$ cat config.mk
export PLATFORM = sky130hd
export DESIGN_NAME = iso_datetime_text_to_epoch_core_flat
export DESIGN_NICKNAME = d
export VERILOG_FILES = /design/src/idte_pkg.sv /design/src/idte_if.sv /design/src/idte_front.sv /design/src/idte_fifo.sv /design/src/idte_back.sv /design/src/iso_datetime_text_to_epoch_core.sv /design/src/flat_wrapper.sv
export SDC_FILE = /design/constraint.sdc
export NUM_CORES = 2
export LEC_CHECK = 0
export ABC_AREA = 1
export BUFFER_PORTS_ARGS = -buffer_cell sky130_fd_sc_hd__buf_4
export CORE_UTILIZATION = 50
export CTS_CLUSTER_DIAMETER = 120
export CTS_CLUSTER_SIZE = 25
export DETAILED_ROUTE_END_ITERATION = 7
export PLACE_DENSITY = 0.66
export SYNTH_ARGS = -nofsm -noshare
export SYNTH_HDL_FRONTEND = slang
export SYNTH_SLANG_ARGS = --single-unit
$ cat constraint.sdc
create_clock -name clk -period 12.1 [get_ports clk]
set_input_delay 0 -clock clk [delete_from_list [all_inputs] [get_ports clk]]
set_output_delay 0 -clock clk [all_outputs]
set_load 0.02 [all_outputs]
$ cat src/idte_pkg.sv
// Shared types and constants for the ISO date-time to epoch parser
`timescale 1ns / 1ps
package idte_pkg;
    localparam logic [2:0] ST_OK       = 3'd0;
    localparam logic [2:0] ST_NO_DATE  = 3'd1;
    localparam logic [2:0] ST_BAD_OFF  = 3'd2;
    localparam logic [2:0] ST_BAD_DATE = 3'd3;
    localparam logic [2:0] ST_OVERFLOW = 3'd4;

    typedef struct packed {
        logic              is_now;
        logic              only_digits;
        logic              dec_overflow;
        logic [63:0]       dec_value;
        logic              no_date;
        logic              form_ok;
        logic [13:0]       year;
        logic [6:0]        month;
        logic [6:0]        day;
        logic [18:0]       tod;
        logic [12:0]       off_mag;
        logic              off_neg;
        logic signed [63:0] now_val;
    } token_t;

    function automatic logic is_dig(input logic [7:0] c);
        return (c >= 8'h30) && (c <= 8'h39);
    endfunction

    function automatic logic [6:0] two_dig(input logic [7:0] a, input logic [7:0] b);
        logic [7:0] da;
        logic [7:0] db;
        da = a - 8'h30;
        db = b - 8'h30;
        return 7'(da * 8'd10 + db);
    endfunction
endpackage

$ cat src/idte_if.sv
// Valid/ready channel interfaces for the parser
`timescale 1ns / 1ps
interface idte_in_if;
    logic              valid;
    logic              ready;
    logic [7:0]        text_byte;
    logic              last_byte;
    logic signed [63:0] now_seconds;
    modport source (output valid, text_byte, last_byte, now_seconds, input ready);
    modport sink (input valid, text_byte, last_byte, now_seconds, output ready);
endinterface

interface idte_out_if;
    logic              valid;
    logic              ready;
    logic signed [63:0] epoch_seconds;
    logic [2:0]        status;
    modport source (output valid, epoch_seconds, status, input ready);
    modport sink (input valid, epoch_seconds, status, output ready);
endinterface

$ cat src/idte_front.sv
// Byte scanner: tracks the token and emits a summary word on the last byte
`timescale 1ns / 1ps
module idte_front
    import idte_pkg::*;
(
    input  logic        clk,
    input  logic        rst_n,
    input  logic        in_valid,
    output logic        in_ready,
    input  logic [7:0]  text_byte,
    input  logic        last_byte,
    input  logic signed [63:0] now_seconds,
    output logic        tok_valid,
    input  logic        tok_ready,
    output token_t      tok
);
    typedef enum logic [3:0] {
        PH_SEARCH, PH_DATE, PH_T, PH_TH1, PH_TH2, PH_TC, PH_TM1, PH_TM2,
        PH_TC2, PH_TS1, PH_OFFSET, PH_ENDED
    } phase_t;
    typedef enum logic [3:0] {
        OF_EMPTY, OF_Z, OF_M, OF_ME, OF_MEZ, OF_MES, OF_MESZ, OF_SIGN,
        OF_H1, OF_H2, OF_COLON, OF_M1, OF_M2, OF_BAD
    } form_t;

    logic [7:0]  rc_reg [10];
    logic [7:0]  rc [10];
    phase_t      ph_reg, ph_next;
    form_t       of_reg, of_next;
    logic [13:0] year_reg, year_next;
    logic [6:0]  month_reg, month_next, day_reg, day_next;
    logic [18:0] tod_reg, tod_next;
    logic [12:0] off_reg, off_next;
    logic        neg_reg, neg_next;
    logic        dig_reg, dig_next;
    logic [63:0] dec_reg, dec_next;
    logic        ovf_reg, ovf_next;
    logic [5:0]  len_reg, len_next;
    logic        acc;
    logic        d;
    logic [7:0]  c;
    logic [3:0]  dv;
    logic        pat;
    logic [6:0]  h8;

    assign in_ready = tok_ready;
    assign acc = in_valid && in_ready;
    assign c = text_byte;
    assign d = is_dig(c);
    assign dv = 4'(c - 8'h30);

    always_comb
    begin
        for (int i = 0; i < 9; i++)
        begin
            rc[i] = rc_reg[i + 1];
        end
        rc[9] = c;
        pat = 1'b1;
        for (int i = 0; i < 10; i++)
        begin
            if (i == 4 || i == 7)
            begin
                if (rc[i] != 8'h2D) pat = 1'b0;
            end
            else if (!is_dig(rc[i]))
            begin
                pat = 1'b0;
            end
        end
        h8 = two_dig(rc[8], rc[9]);
    end

    always_comb
    begin
        ph_next = ph_reg;
        of_next = of_reg;
        year_next = year_reg;
        month_next = month_reg;
        day_next = day_reg;
        tod_next = tod_reg;
        off_next = off_reg;
        neg_next = neg_reg;
        len_next = (len_reg < 6'd63) ? len_reg + 6'd1 : len_reg;
        dig_next = dig_reg && d;
        dec_next = dec_reg;
        ovf_next = ovf_reg;
        if (d && !ovf_reg)
        begin
            // limit is (2^63-1-d)/10: 922337203685477580 for digits 0-7, one less for 8 and 9
            if (dec_reg > 64'd922337203685477580 ||
                (dec_reg == 64'd922337203685477580 && dv > 4'd7))
            begin
                ovf_next = 1'b1;
            end
            else
            begin
                dec_next = (dec_reg << 3) + (dec_reg << 1) + 64'(dv);
            end
        end
        case (ph_reg)
            PH_SEARCH:
            begin
                if (len_next >= 6'd10 && pat)
                begin
                    year_next = 14'(two_dig(rc[0], rc[1]) * 7'd100) + 14'(two_dig(rc[2], rc[3]));
                    month_next = two_dig(rc[5], rc[6]);
                    day_next = h8;
                    ph_next = PH_DATE;
                end
            end
            PH_DATE, PH_TM2, PH_OFFSET:
            begin
                if (ph_reg != PH_OFFSET && c == 8'h54 && ph_reg == PH_DATE)
                begin
                    ph_next = PH_T;
                end
                else if (ph_reg == PH_TM2 && c == 8'h3A)
                begin
                    ph_next = PH_TC2;
                end
                else if (c == 8'h0A || c == 8'h0D)
                begin
                    ph_next = PH_ENDED;
                end
                else
                begin
                    ph_next = PH_OFFSET;
                    case (of_reg)
                        OF_EMPTY:
                        begin
                            if (c == 8'h5A) of_next = OF_Z;
                            else if (c == 8'h4D) of_next = OF_M;
                            else if (c == 8'h2B || c == 8'h2D)
                            begin
                                of_next = OF_SIGN;
                                neg_next = (c == 8'h2D);
                            end
                            else of_next = OF_BAD;
                        end
                        OF_M: of_next = (c == 8'h45) ? OF_ME : OF_BAD;
                        OF_ME:
                        begin
                            if (c == 8'h5A)
                            begin
                                of_next = OF_MEZ;
                                off_next = 13'd60;
                            end
                            else if (c == 8'h53) of_next = OF_MES;
                            else of_next = OF_BAD;
                        end
                        OF_MES:
                        begin
                            if (c == 8'h5A)
                            begin
                                of_next = OF_MESZ;
                                off_next = 13'd120;
                            end
                            else of_next = OF_BAD;
                        end
                        OF_SIGN: of_next = d ? OF_H1 : OF_BAD;
                        OF_H1:
                        begin
                            if (d)
                            begin
                                of_next = OF_H2;
                                off_next = 13'(h8 * 6'd60);
                            end
                            else of_next = OF_BAD;
                        end
                        OF_H2:
                        begin
                            if (c == 8'h3A) of_next = OF_COLON;
                            else if (d) of_next = OF_M1;
                            else of_next = OF_BAD;
                        end
                        OF_COLON: of_next = d ? OF_M1 : OF_BAD;
                        OF_M1:
                        begin
                            if (d)
                            begin
                                of_next = OF_M2;
                                off_next = off_reg + 13'(h8);
                            end
                            else of_next = OF_BAD;
                        end
                        default: of_next = OF_BAD;
                    endcase
                end
            end
            PH_T:   if (d) ph_next = PH_TH1; else ph_next = PH_ENDED;
            PH_TH1: if (d) ph_next = PH_TH2; else ph_next = PH_ENDED;
            PH_TH2: if (c == 8'h3A) ph_next = PH_TC; else ph_next = PH_ENDED;
            PH_TC:  if (d) ph_next = PH_TM1; else ph_next = PH_ENDED;
            PH_TM1:
            begin
                if (d)
                begin
                    ph_next = PH_TM2;
                    tod_next = 19'(two_dig(rc[5], rc[6]) * 12'd3600) + 19'(h8 * 6'd60);
                end
                else ph_next = PH_ENDED;
            end
            PH_TC2: if (d) ph_next = PH_TS1; else ph_next = PH_ENDED;
            PH_TS1:
            begin
                if (d)
                begin
                    ph_next = PH_OFFSET;
                    tod_next = tod_reg + 19'(h8);
                end
                else ph_next = PH_ENDED;
            end
            default: ;
        endcase
        // broken time forces a bad offset
        if ((ph_reg == PH_T || ph_reg == PH_TH1 || ph_reg == PH_TH2 || ph_reg == PH_TC ||
             ph_reg == PH_TM1 || ph_reg == PH_TC2 || ph_reg == PH_TS1) &&
            ph_next == PH_ENDED)
        begin
            of_next = OF_BAD;
        end
    end

    always_comb
    begin
        tok.is_now = (len_next == 6'd3) && rc[7] == 8'h4E && rc[8] == 8'h4F && rc[9] == 8'h57;
        tok.only_digits = dig_next;
        tok.dec_overflow = ovf_next;
        tok.dec_value = dec_next;
        tok.no_date = (ph_next == PH_SEARCH);
        tok.form_ok = (of_next == OF_EMPTY || of_next == OF_Z || of_next == OF_MEZ ||
                       of_next == OF_MESZ || of_next == OF_H2 || of_next == OF_COLON ||
                       of_next == OF_M2) &&
                      (ph_next == PH_DATE || ph_next == PH_TM2 || ph_next == PH_OFFSET ||
                       ph_next == PH_ENDED);
        tok.year = year_next;
        tok.month = month_next;
        tok.day = day_next;
        tok.tod = tod_next;
        tok.off_mag = off_next;
        tok.off_neg = neg_next;
        tok.now_val = now_seconds;
    end
    assign tok_valid = in_valid && last_byte;

    always_ff @(posedge clk or negedge rst_n)
    begin
        if (!rst_n)
        begin
            for (int i = 0; i < 10; i++) rc_reg[i] <= '0;
            ph_reg <= PH_SEARCH;
            of_reg <= OF_EMPTY;
            year_reg <= '0;
            month_reg <= '0;
            day_reg <= '0;
            tod_reg <= '0;
            off_reg <= '0;
            neg_reg <= 1'b0;
            dig_reg <= 1'b1;
            dec_reg <= '0;
            ovf_reg <= 1'b0;
            len_reg <= '0;
        end
        else if (acc)
        begin
            if (last_byte)
            begin
                for (int i = 0; i < 10; i++) rc_reg[i] <= '0;
                ph_reg <= PH_SEARCH;
                of_reg <= OF_EMPTY;
                year_reg <= '0;
                month_reg <= '0;
                day_reg <= '0;
                tod_reg <= '0;
                off_reg <= '0;
                neg_reg <= 1'b0;
                dig_reg <= 1'b1;
                dec_reg <= '0;
                ovf_reg <= 1'b0;
                len_reg <= '0;
            end
            else
            begin
                for (int i = 0; i < 10; i++) rc_reg[i] <= rc[i];
                ph_reg <= ph_next;
                of_reg <= of_next;
                year_reg <= year_next;
                month_reg <= month_next;
                day_reg <= day_next;
                tod_reg <= tod_next;
                off_reg <= off_next;
                neg_reg <= neg_next;
                dig_reg <= dig_next;
                dec_reg <= dec_next;
                ovf_reg <= ovf_next;
                len_reg <= len_next;
            end
        end
    end
endmodule

$ cat src/idte_fifo.sv
// Two-entry queue of token summary words between scanner and converter
`timescale 1ns / 1ps
module idte_fifo
    import idte_pkg::*;
(
    input  logic   clk,
    input  logic   rst_n,
    input  logic   wr_valid,
    output logic   wr_ready,
    input  token_t wr_data,
    output logic   rd_valid,
    input  logic   rd_ready,
    output token_t rd_data
);
    token_t     mem_reg [2];
    logic       wp_reg, rp_reg;
    logic [1:0] cnt_reg;
    logic       wr, rd;

    assign wr_ready = (cnt_reg != 2'd2);
    assign rd_valid = (cnt_reg != 2'd0);
    assign rd_data = mem_reg[rp_reg];
    assign wr = wr_valid && wr_ready;
    assign rd = rd_valid && rd_ready;

    always_ff @(posedge clk)
    begin
        if (wr) mem_reg[wp_reg] <= wr_data;
    end

    always_ff @(posedge clk or negedge rst_n)
    begin
        if (!rst_n)
        begin
            wp_reg <= 1'b0;
            rp_reg <= 1'b0;
            cnt_reg <= '0;
        end
        else
        begin
            if (wr) wp_reg <= !wp_reg;
            if (rd) rp_reg <= !rp_reg;
            cnt_reg <= cnt_reg + 2'(wr) - 2'(rd);
        end
    end
endmodule

$ cat src/idte_back.sv
// Converter: validates the date and computes epoch seconds in three stages
`timescale 1ns / 1ps
module idte_back
    import idte_pkg::*;
(
    input  logic   clk,
    input  logic   rst_n,
    input  logic   tok_valid,
    output logic   tok_ready,
    input  token_t tok,
    output logic   out_valid,
    input  logic   out_ready,
    output logic signed [63:0] epoch_seconds,
    output logic [2:0] status
);
    // stage 1: status decision and day count pieces
    logic        v1_reg, v2_reg, v3_reg;
    logic        adv1, adv2, adv3;
    logic [2:0]  st1_reg, st2_reg;
    logic        calc1_reg, calc2_reg;
    logic signed [63:0] val1_reg, val2_reg;
    logic [5:0]  era1_reg;
    logic [8:0]  yoe1_reg;
    logic [1:0]  yc1_reg;
    logic [8:0]  doy1_reg;
    logic signed [21:0] adj1_reg, adj2_reg;
    logic signed [31:0] days2_reg;
    logic [2:0]  st3_reg;
    logic signed [63:0] val3_reg;

    logic [13:0] y;
    logic [26:0] qy_prod;
    logic [7:0]  qy;
    logic [6:0]  ry;
    logic        leap;
    logic [4:0]  lim;
    logic        dvalid;
    logic [3:0]  mi;
    logic [8:0]  mbase;
    logic [8:0]  doy;
    logic [2:0]  st;
    logic signed [21:0] adj;
    logic [13:0] yy;
    logic [26:0] qyy_prod;
    logic [7:0]  qyy;
    logic [5:0]  era;
    logic [8:0]  yoe;

    assign adv3 = !v3_reg || out_ready;
    assign adv2 = !v2_reg || adv3;
    assign adv1 = !v1_reg || adv2;
    assign tok_ready = adv1;

    always_comb
    begin
        y = tok.year;
        // y / 100 by reciprocal, exact for 14-bit y
        qy_prod = 27'(y) * 27'd5243;
        qy = 8'(qy_prod >> 19);
        ry = 7'(y - 14'(qy * 8'd100));
        leap = (y[1:0] == 2'b00 && ry != 7'd0) || (ry == 7'd0 && qy[1:0] == 2'b00);
        mi = tok.month[3:0];
        case (mi)
            4'd2: lim = leap ? 5'd29 : 5'd28;
            4'd4, 4'd6, 4'd9, 4'd11: lim = 5'd30;
            default: lim = 5'd31;
        endcase
        dvalid = y >= 14'd1400 && y <= 14'd9999 && tok.month >= 7'd1 && tok.month <= 7'd12 &&
                 tok.day >= 7'd1 && tok.day <= 7'(lim);
        // days before the month, counted from March
        case (mi)
            4'd3: mbase = 9'd0;
            4'd4: mbase = 9'd31;
            4'd5: mbase = 9'd61;
            4'd6: mbase = 9'd92;
            4'd7: mbase = 9'd122;
            4'd8: mbase = 9'd153;
            4'd9: mbase = 9'd184;
            4'd10: mbase = 9'd214;
            4'd11: mbase = 9'd245;
            4'd12: mbase = 9'd275;
            4'd1: mbase = 9'd306;
            4'd2: mbase = 9'd337;
            default: mbase = 9'd0;
        endcase
        doy = mbase + 9'(tok.day) - 9'd1;
        yy = (mi <= 4'd2) ? y - 14'd1 : y;
        qyy_prod = 27'(yy) * 27'd5243;
        qyy = 8'(qyy_prod >> 19);
        era = qyy[7:2];
        yoe = 9'(yy - 14'(era * 9'd400));
        st = ST_OK;
        if (tok.is_now) st = ST_OK;
        else if (tok.only_digits) st = tok.dec_overflow ? ST_OVERFLOW : ST_OK;
        else if (tok.no_date) st = ST_NO_DATE;
        else if (!dvalid) st = ST_BAD_DATE;
        else if (!tok.form_ok) st = ST_BAD_OFF;
        adj = tok.off_neg ? 22'(tok.tod) + 22'(tok.off_mag) * 22'd60
                          : 22'(tok.tod) - 22'(tok.off_mag) * 22'd60;
    end

    always_ff @(posedge clk)
    begin
        if (adv1 && tok_valid)
        begin
            st1_reg <= st;
            calc1_reg <= !tok.is_now && !tok.only_digits && st == ST_OK;
            val1_reg <= tok.is_now ? tok.now_val :
                        (tok.only_digits && st == ST_OK) ? $signed(tok.dec_value) : 64'sd0;
            era1_reg <= era;
            yoe1_reg <= yoe;
            yc1_reg <= qyy[1:0];
            doy1_reg <= doy;
            adj1_reg <= adj;
        end
        if (adv2 && v1_reg)
        begin
            st2_reg <= st1_reg;
            calc2_reg <= calc1_reg;
            val2_reg <= val1_reg;
            days2_reg <= 32'(era1_reg) * 32'd146097 + 32'(yoe1_reg) * 32'd365 +
                         32'(yoe1_reg >> 2) - 32'(yc1_reg) + 32'(doy1_reg) - 32'd719468;
            adj2_reg <= adj1_reg;
        end
        if (adv3 && v2_reg)
        begin
            st3_reg <= st2_reg;
            val3_reg <= calc2_reg ? 64'(days2_reg) * 64'sd86400 + 64'(adj2_reg) : val2_reg;
        end
    end

    always_ff @(posedge clk or negedge rst_n)
    begin
        if (!rst_n)
        begin
            v1_reg <= 1'b0;
            v2_reg <= 1'b0;
            v3_reg <= 1'b0;
        end
        else
        begin
            if (adv1) v1_reg <= tok_valid;
            if (adv2) v2_reg <= v1_reg;
            if (adv3) v3_reg <= v2_reg;
        end
    end

    assign out_valid = v3_reg;
    assign epoch_seconds = val3_reg;
    assign status = st3_reg;
endmodule

$ cat src/iso_datetime_text_to_epoch_core.sv
// A token's summary word is queued on its last byte, then passes the three converter stages.
// Throughput: one byte per cycle while the queue has room; the scanner updates its state as each byte is accepted.
// Results queue in a two-entry buffer feeding a three-stage converter.
// Reset: asynchronous, active low; parser state returns to searching for a date.
`timescale 1ns / 1ps
module iso_datetime_text_to_epoch_core
    import idte_pkg::*;
(
    input logic clk,
    input logic rst_n,
    idte_in_if.sink    in_ch,
    idte_out_if.source out_ch
);
    logic   f_valid, f_ready, q_valid, q_ready;
    token_t f_tok, q_tok;

    idte_front u_front (
        .clk(clk), .rst_n(rst_n),
        .in_valid(in_ch.valid), .in_ready(in_ch.ready),
        .text_byte(in_ch.text_byte), .last_byte(in_ch.last_byte),
        .now_seconds(in_ch.now_seconds),
        .tok_valid(f_valid), .tok_ready(f_ready), .tok(f_tok)
    );

    idte_fifo u_fifo (
        .clk(clk), .rst_n(rst_n),
        .wr_valid(f_valid), .wr_ready(f_ready), .wr_data(f_tok),
        .rd_valid(q_valid), .rd_ready(q_ready), .rd_data(q_tok)
    );

    idte_back u_back (
        .clk(clk), .rst_n(rst_n),
        .tok_valid(q_valid), .tok_ready(q_ready), .tok(q_tok),
        .out_valid(out_ch.valid), .out_ready(out_ch.ready),
        .epoch_seconds(out_ch.epoch_seconds), .status(out_ch.status)
    );

`ifndef NO_ASSERTIONS
    a_err_zero: assert property (@(posedge clk) disable iff (!rst_n)
        out_ch.valid && out_ch.status != ST_OK |-> out_ch.epoch_seconds == 64'sd0)
        else $error("error word carries nonzero seconds");
    a_status_range: assert property (@(posedge clk) disable iff (!rst_n)
        out_ch.valid |-> out_ch.status <= ST_OVERFLOW)
        else $error("status out of range");
    a_queue_flow: assert property (@(posedge clk) disable iff (!rst_n)
        f_valid && !f_ready |-> !in_ch.ready)
        else $error("byte accepted while queue full");
`endif
endmodule
$ cat src/flat_wrapper.sv
// flat-port wrapper written by rule: the top's interface ports become plain ports
module iso_datetime_text_to_epoch_core_flat import idte_pkg::*;
  (clk, rst_n, in_ch_valid, in_ch_text_byte, in_ch_last_byte, in_ch_now_seconds, in_ch_ready, out_ch_valid, out_ch_epoch_seconds, out_ch_status, out_ch_ready);
  idte_in_if in_ch_i ();
  idte_out_if out_ch_i ();
  input logic clk;
  input logic rst_n;
  input wire logic [$bits(in_ch_i.valid)-1:0] in_ch_valid;
  input wire logic [$bits(in_ch_i.text_byte)-1:0] in_ch_text_byte;
  input wire logic [$bits(in_ch_i.last_byte)-1:0] in_ch_last_byte;
  input wire logic [$bits(in_ch_i.now_seconds)-1:0] in_ch_now_seconds;
  output wire logic [$bits(in_ch_i.ready)-1:0] in_ch_ready;
  output wire logic [$bits(out_ch_i.valid)-1:0] out_ch_valid;
  output wire logic [$bits(out_ch_i.epoch_seconds)-1:0] out_ch_epoch_seconds;
  output wire logic [$bits(out_ch_i.status)-1:0] out_ch_status;
  input wire logic [$bits(out_ch_i.ready)-1:0] out_ch_ready;
  assign in_ch_i.valid = in_ch_valid;
  assign in_ch_i.text_byte = in_ch_text_byte;
  assign in_ch_i.last_byte = in_ch_last_byte;
  assign in_ch_i.now_seconds = in_ch_now_seconds;
  assign in_ch_ready = in_ch_i.ready;
  assign out_ch_valid = out_ch_i.valid;
  assign out_ch_epoch_seconds = out_ch_i.epoch_seconds;
  assign out_ch_status = out_ch_i.status;
  assign out_ch_i.ready = out_ch_ready;
  iso_datetime_text_to_epoch_core u_core (.clk(clk), .rst_n(rst_n), .in_ch(in_ch_i), .out_ch(out_ch_i));
endmodule
* After elaboration in Yosys (flattened, before gate mapping)
Memories as Yosys holds them, arrays and structs flattened.
Index checks and enable logic that the tools add are counted.
** Storage, ports and cells
- Register bits after elaboration :: 522
- Latch bits :: 0
- Bits in writable memories :: 388
- ROM bits :: 144
- Output and inout bits :: 69
- Memories kept :: 2
** Operators by class
- Add/subtract/negate cells :: 34
- Multipliers :: 16
- Divide/modulo/power cells :: 0
- $lt $le $gt $ge :: 27
- Equality and inequality tests :: 52
- Shift-type cells :: 0
- Mux-type cells :: 99
- Bitwise logic cells :: 0
- Reductions and logical operators :: 78
** Memories
- u_core.u_fifo.mem_reg :: words 2, width 194, rd ports 1, clocked after memory_dff 0, write ports 1, RTL line idte_fifo.sv:15 : token_t mem_reg [2];
- (name not given) :: words 16, width 9, rd ports 1, clocked after memory_dff 0, write ports 0, RTL line idte_back.sv:71 : case (mi)
** Operators by type and width (count)
- $mux W64 :: 6
- $mux W13 :: 9
- $mux W4 :: 21
- $mux W72 :: 1
- $pmux W4 S9 :: 2
- $add A64 B4 Y64 :: 1
- $add A64 B64 Y64 :: 1
- $eq A64 B60 Y1 const B :: 1
- $eq A8 B7 Y1 const B :: 8
- $ge A8 B6 Y1 const B :: 8
- $gt A64 B60 Y1 const B :: 1
- $le A8 B6 Y1 const B :: 8
- $mux W19 :: 3
- $eq A4 B4 Y1 const B :: 14
- $mux W14 :: 4
- $mul A14 B13 Y27 const B :: 2
- $pmux W13 S4 :: 1
- $add A47 B22 Y48 :: 1
- $eq A4 B3 Y1 const B :: 11
- $mux W7 :: 6
- $mul A29 B11 Y40 const B :: 1
- $pmux W19 S2 :: 1
- $logic_and A1 B1 Y1 :: 36
- $mul A8 B3 Y6 const B :: 4
- other kinds (63) :: 155

* Logic depth before layout (Yosys ltp)
- Word-level depth :: 26
- Depth in mapped cells :: 53

* By module
A second synthesis with hierarchy kept.
** Unflattened totals
- Cells, all modules :: 8205
- Area, all modules :: 72593.4 um^2
** By module, submodules not included
- idte_back :: times used 1, cells an instance 3893, area each 35472.8 um^2, sequential area each 9083.7 um^2
- idte_front :: times used 1, cells an instance 3267, area each 22745.6 um^2, sequential area each 5331.4 um^2
- idte_fifo :: times used 1, cells an instance 1045, area each 14375.0 um^2, sequential area each 11751.3 um^2

* Least setup slack after synthesis
No wires, ideal clock.
- Path type :: reg-to-reg
- From :: register u_core.u_fifo.cnt_reg[1]
- To :: memory u_core.u_fifo.mem_reg[0][0] (netlist bit), enable pin
- Library setup time :: 751 ps
- Arrival time :: 9097 ps
- Data required time :: 11349 ps
- Slack :: 2252 ps
- Cell stages (with the launch flop) :: 6
- Buffers on the path :: 0
- Clock period less this slack :: 9848 ps
- Cell sequence :: dfrtp_1 nand2_1 nand2_1 nor2_1 inv_1 nor2_1
** On the way
- Longest elaborated chain between the ends :: 4
** RTL lines
- start: declaration :: RTL line idte_fifo.sv:17 : logic [1:0] cnt_reg;
- start signal: assignment :: RTL line idte_fifo.sv:43 : cnt_reg <= cnt_reg + 2'(wr) - 2'(rd);
- $ne A2 B2 Y1 :: RTL line idte_fifo.sv:20 : assign wr_ready = (cnt_reg != 2'd2);
- via in_ch_ready :: RTL line flat_wrapper.sv:12 : output wire logic [$bits(in_ch_i.ready)-1:0] in_ch_ready;
- $logic_and A1 B1 Y1 :: RTL line idte_fifo.sv:23 : assign wr = wr_valid && wr_ready;
- $mux W1 :: RTL line idte_fifo.sv:28 : if (wr) mem_reg[wp_reg] <= wr_data;
- $mux W1 (not written as such) :: RTL line idte_fifo.sv:28
- end: declaration :: RTL line idte_fifo.sv:15
The timed path passes the listed nets, and every way through them passes these cells.

* Worst setup path after layout
- From :: register u_core.u_fifo.rp_reg
- To :: register u_core.u_back.val1_reg[57] (data pin)
** On the way
- Longest elaborated chain between the ends :: 19
- Elaborated cells on any way between the ends :: 40
- Classes of those cells :: 1 x add/sub; 2 x mul; 6 x order compare; 5 x eq/ne; 10 x mux; 15 x reduce/logical; 1 x memory
** RTL lines
- start: declaration :: RTL line idte_fifo.sv:16 : logic wp_reg, rp_reg;
- start signal: assignment :: RTL line idte_fifo.sv:42 : if (rd) rp_reg <= !rp_reg;
- $mem_v2 Z2 W194 (*)
- $mul A14 B13 Y27 :: RTL line idte_back.sv:58 : qy_prod = 27'(y) * 27'd5243;
- $mul A8 B5 Y5 :: RTL line idte_back.sv:60 : ry = 7'(y - 14'(qy * 8'd100));
- $sub A7 B7 Y7 :: RTL line idte_back.sv:60
- $reduce_bool A7 Y1 / $logic_not A7 Y1 (equally long branches) :: RTL line idte_back.sv:61 : leap = (y[1:0] == 2'b00 && ry != 7'd0) || (ry == 7'd0 && qy[1:0] == 2'b00);
- $logic_and A1 B1 Y1 :: RTL line idte_back.sv:61
- $logic_or A1 B1 Y1 :: RTL line idte_back.sv:61
- $mux W1 :: RTL line idte_back.sv:64 : 4'd2: lim = leap ? 5'd29 : 5'd28;
- (+3 left out)
- $mux W2 :: RTL line idte_back.sv:96 : else if (!dvalid) st = ST_BAD_DATE;
- $mux W2 :: RTL line idte_back.sv:95 : else if (tok.no_date) st = ST_NO_DATE;
- $mux W3 :: RTL line idte_back.sv:94 : else if (tok.only_digits) st = tok.dec_overflow ? ST_OVERFLOW : ST_OK;
- $mux W3 :: RTL line idte_back.sv:93 : if (tok.is_now) st = ST_OK;
- $logic_not A3 Y1 :: RTL line idte_back.sv:109 : (tok.only_digits && st == ST_OK) ? $signed(tok.dec_value) : 64'sd0;
- $logic_and A1 B1 Y1 :: RTL line idte_back.sv:109
- $mux W64 :: RTL line idte_back.sv:109
- $mux W64 (*) :: RTL line idte_back.sv:108 : val1_reg <= tok.is_now ? tok.now_val :
- end signal: assignment :: RTL line idte_back.sv:108
- end: declaration :: RTL line idte_back.sv:21 : logic signed [63:0] val1_reg, val2_reg;
Mark *: on every way between the ends. The rest lies on a longest branch, timed or not.
A chain may end at the register's enable or synchronous reset.

==> impl_metrics.ini <==
[status]
run_status = finished, final reports clean

[placement]
port_buffers = 145
routabilityCongestion = 0.962
detailed_place_hpwl_um = 142000

[worst_setup_path]
cpMostUsedCell = nand2_1
critical_path_peak_fanout = 90
maximum_cell_stage_delay_along_the_critical_path_ns = 0.60
crit_path_top_delay_cell = nor2_4
crit_buf_inv = 5
timing.critical_path.to_type = flop
timing.critical_path.max_delay_family = adder cells
cp-start-kind = flop
critPathKind = flop to flop
cp_data_arrival_time_ns = 10.50
cp_data_required_time_ns = 12.62

[cells_and_area]
largest_reg_flops = 388
layout-drive-gt1-share_pct = 4.83
seqCellArea_um2 = 26200
filler_cell_count = 12853
multi_input_comb_area_um2 = 39600
area_delta_synth_final_pct = 7.37
final_net_count = 9448

[grt]
largest_net_degree_at_the_start_of_global_routing = 185
wire_length_of_the_first_global_routing_pass_um = 289000
first_global_vias = 53285
number_of_antenna_violations_at_the_first_check_in_global_routing = 2
grt.overflow.total = 0
groute.usage.overall_pct = 25.1

[synthesis]
yosysSeqAreaShare_pct = 36.6
synth-edff-count = 688
postSynth.topFlopCell = edfxtp_1
yosys.area.top_type_share_pct = 28.9
post_synth_instance_area_um2 = 71600
postSynthCellCount = 7971
synth_area_per_cell_um2 = 8.98
mappedNetlistNets = 9300
synth.lib_cells_used.distinct = 74
synth-async-reset-ratio_pct = 24.2
synthesis.yosys.warnings = 0
synth_top_cells_by_area = edfxtp_1, ha_1, nand2_1, fa_1, dfrtp_1
postSynthRegisterBits = 908
yosys_top_cell_by_area = edfxtp_1

[cts]
cts-buffers-inserted = 44
cts.root.buffer_cell = clkbuf_16
cts.clk_slew.worst_paths_ns = 0.10
cts.htree.levels = 2
clock_path_buffers = 3
post_cts_hold_buffer_count = 78
insertion_delay_ns = 0.67
clock_sinks = 908
postCtsSetupRepairBufs = 0
cts_resized = 0
tritoncts = yes

[floorplanning]
start_util_pct = 50.5
fp.dieH_um = 380
top_level_ports = 146
core_area_um2 = 142000
floorplan.die.width_um = 380
area_enclosed_by_the_die_boundary_um2 = 145000
placement_rows = 138

[sta]
finalCriticalPeriod_ns = 9.98
timing.slew.headroom_pct = 13.4
timing_max_transition_violations_final = 0
layout_worst_path_cycle_share_pct = 82.5
measured_slew_at_the_worst_slew_check_pin_ns = 1.29
timing.fmax_mhz = 100
final.setup_skew_ns = 0.0467
finalSetupTns_ns = 0
timing.final.hold_violations = 0
report.final.setup_viol = 0
grt_setup_unrepaired = no

[detailed_routing]
detail_route.wl_per_cell_um = 18.0
dr.pass1.iters = 6
route.detailed.vias_per_inst = 5.36
routed_wirelength_um = 181000
ant_nets = 0
dr_total_vias = 53872
drcViolationCount = 0
number_of_violations_reported_at_the_end_of_detailed_routing_iteration_0 = 4060

[flow_run]
cap_viol_max_count = 0

[worst_hold_path]
holdCritPathClass = primary input to flop
-- final cells by class --
| type | count | share of cell area [%] |
|---|---|---|
| multi-input combinational | 5561 | 51.6 |
| sequential | 908 | 34.1 |
| inverter | 1346 | 6.59 |
| tap | 1890 | 3.08 |
| timing repair buffer | 258 | 2.87 |
| clock buffer | 74 | 1.65 |
| clock inverter | 8 | 0.150 |
| antenna | 2 | 0.00651 |
-- logic make-up (layout without fill, tap and decap cells) --
logic type,count (synthesis),count (layout),share of synthesized area (%)
and+or+nand+nor,2835,2835,16.6
adders and majority gates,1252,1252,25.6
other,0,2,0
DFF,908,908,36.6
xor gates and xnor gates,297,297,3.70
buffers and inverters,1502,1686,8.12
muxes,3,3,0.0420
AOI/OAI and AO/OA,1174,1174,9.40
-- final timing paths --
path                       depth (start not counted)                     from                          end  slack, ns
min                                                2     in_ch_now_seconds[6]  u_core.u_fifo.mem_reg[1][6]       0.07
min in group asynchronous                          4                    rst_n   u_core.u_front.dec_reg[26]       0.56
max                                               44     u_core.u_fifo.rp_reg   u_core.u_back.val1_reg[57]       2.12
max in group asynchronous                          5                    rst_n        u_core.u_front.rc[46]      10.00
max reg2reg                                       44     u_core.u_fifo.rp_reg   u_core.u_back.val1_reg[57]       2.12
min reg2reg                                        0  u_core.u_back.calc1_reg      u_core.u_back.calc2_reg       0.42
-- through the flow --
stage	instances	setup slack [ns]	utilization [%]	area (µm²)	hold WS, ns
floorplan	7971	2.25	-	71600	-0.296
global placement	9885	2.10	52.7	74600	-0.0394
detailed placement	9885	2.10	52.7	74600	-0.0416
CTS	10045	2.02	54.2	76800	0.0223
global route	10047	1.19	54.2	76800	0.0466
finish	10047	2.12	54.2	76800	0.0652
-- per-layer routing --
layer  wire [µm]  global-route usage [%]  vias up
li1            -                       -    26442
met1       86100                    37.0    25874
met2       80300                    39.1     1348
met3       10100                    2.89      208
met4        4700                    6.48        0
met5           0                       0        -
-- synth_stat cells (5+ instances only) --
library cell	count
nor3_1	66
nand3_1	265
xor2_2	5
buf_1	9
o221ai_1	7
a21o_1	32
o31ai_1	7
buf_2	26
and2_1	9
a21boi_0	17
nor2_2	6
nand2_2	7
edfxtp_1	688
o2111ai_1	8
inv_1	1335
a211oi_1	8
a22oi_1	11
inv_2	7
xor2_1	177
nor4_1	22
fa_1	353
buf_12	5
a221oi_1	8
a22o_1	21
xnor2_1	114
o21ai_2	11
o21ai_1	41
buf_4	5
a21oi_1	386
a31oi_1	54
nand3_2	50
o22ai_1	84
dfrtp_1	219
nand4_1	56
o21a_1	12
clkbuf_1	106
o21ai_0	383
or2_2	40
nand3b_1	14
o211ai_1	29
o21bai_1	36
nor2_1	398
ha_1	899
nand2_1	1883
-- placed cells by master (no fill, tap or decap), types with 9 or more instances in the layout --
cell,instances
nand4_1,56
dlygate4sd3_1,77
xor2_1,177
nor2_1,394
a21oi_1,385
o21ai_1,42
o21a_1,12
o21ai_0,382
a31oi_1,54
inv_1,1332
dfrtp_1,218
or2_2,40
nand3_2,50
fa_1,353
ha_1,899
edfxtp_1,688
xnor2_1,114
a22oi_1,11
a21o_1,32
o21bai_1,36
clkbuf_16,46
buf_4,175
o22ai_1,84
a21boi_0,17
nand2_1,1881
nor4_1,22
and2_1,9
nand3_1,265
nor3_1,66
nand3b_1,14
o211ai_1,29
clkbuf_1,27
a22o_1,21
o21ai_2,11
Power is not shown: default switching activity piles up to over one toggle a cycle in this logic, so the estimate is an artifact.
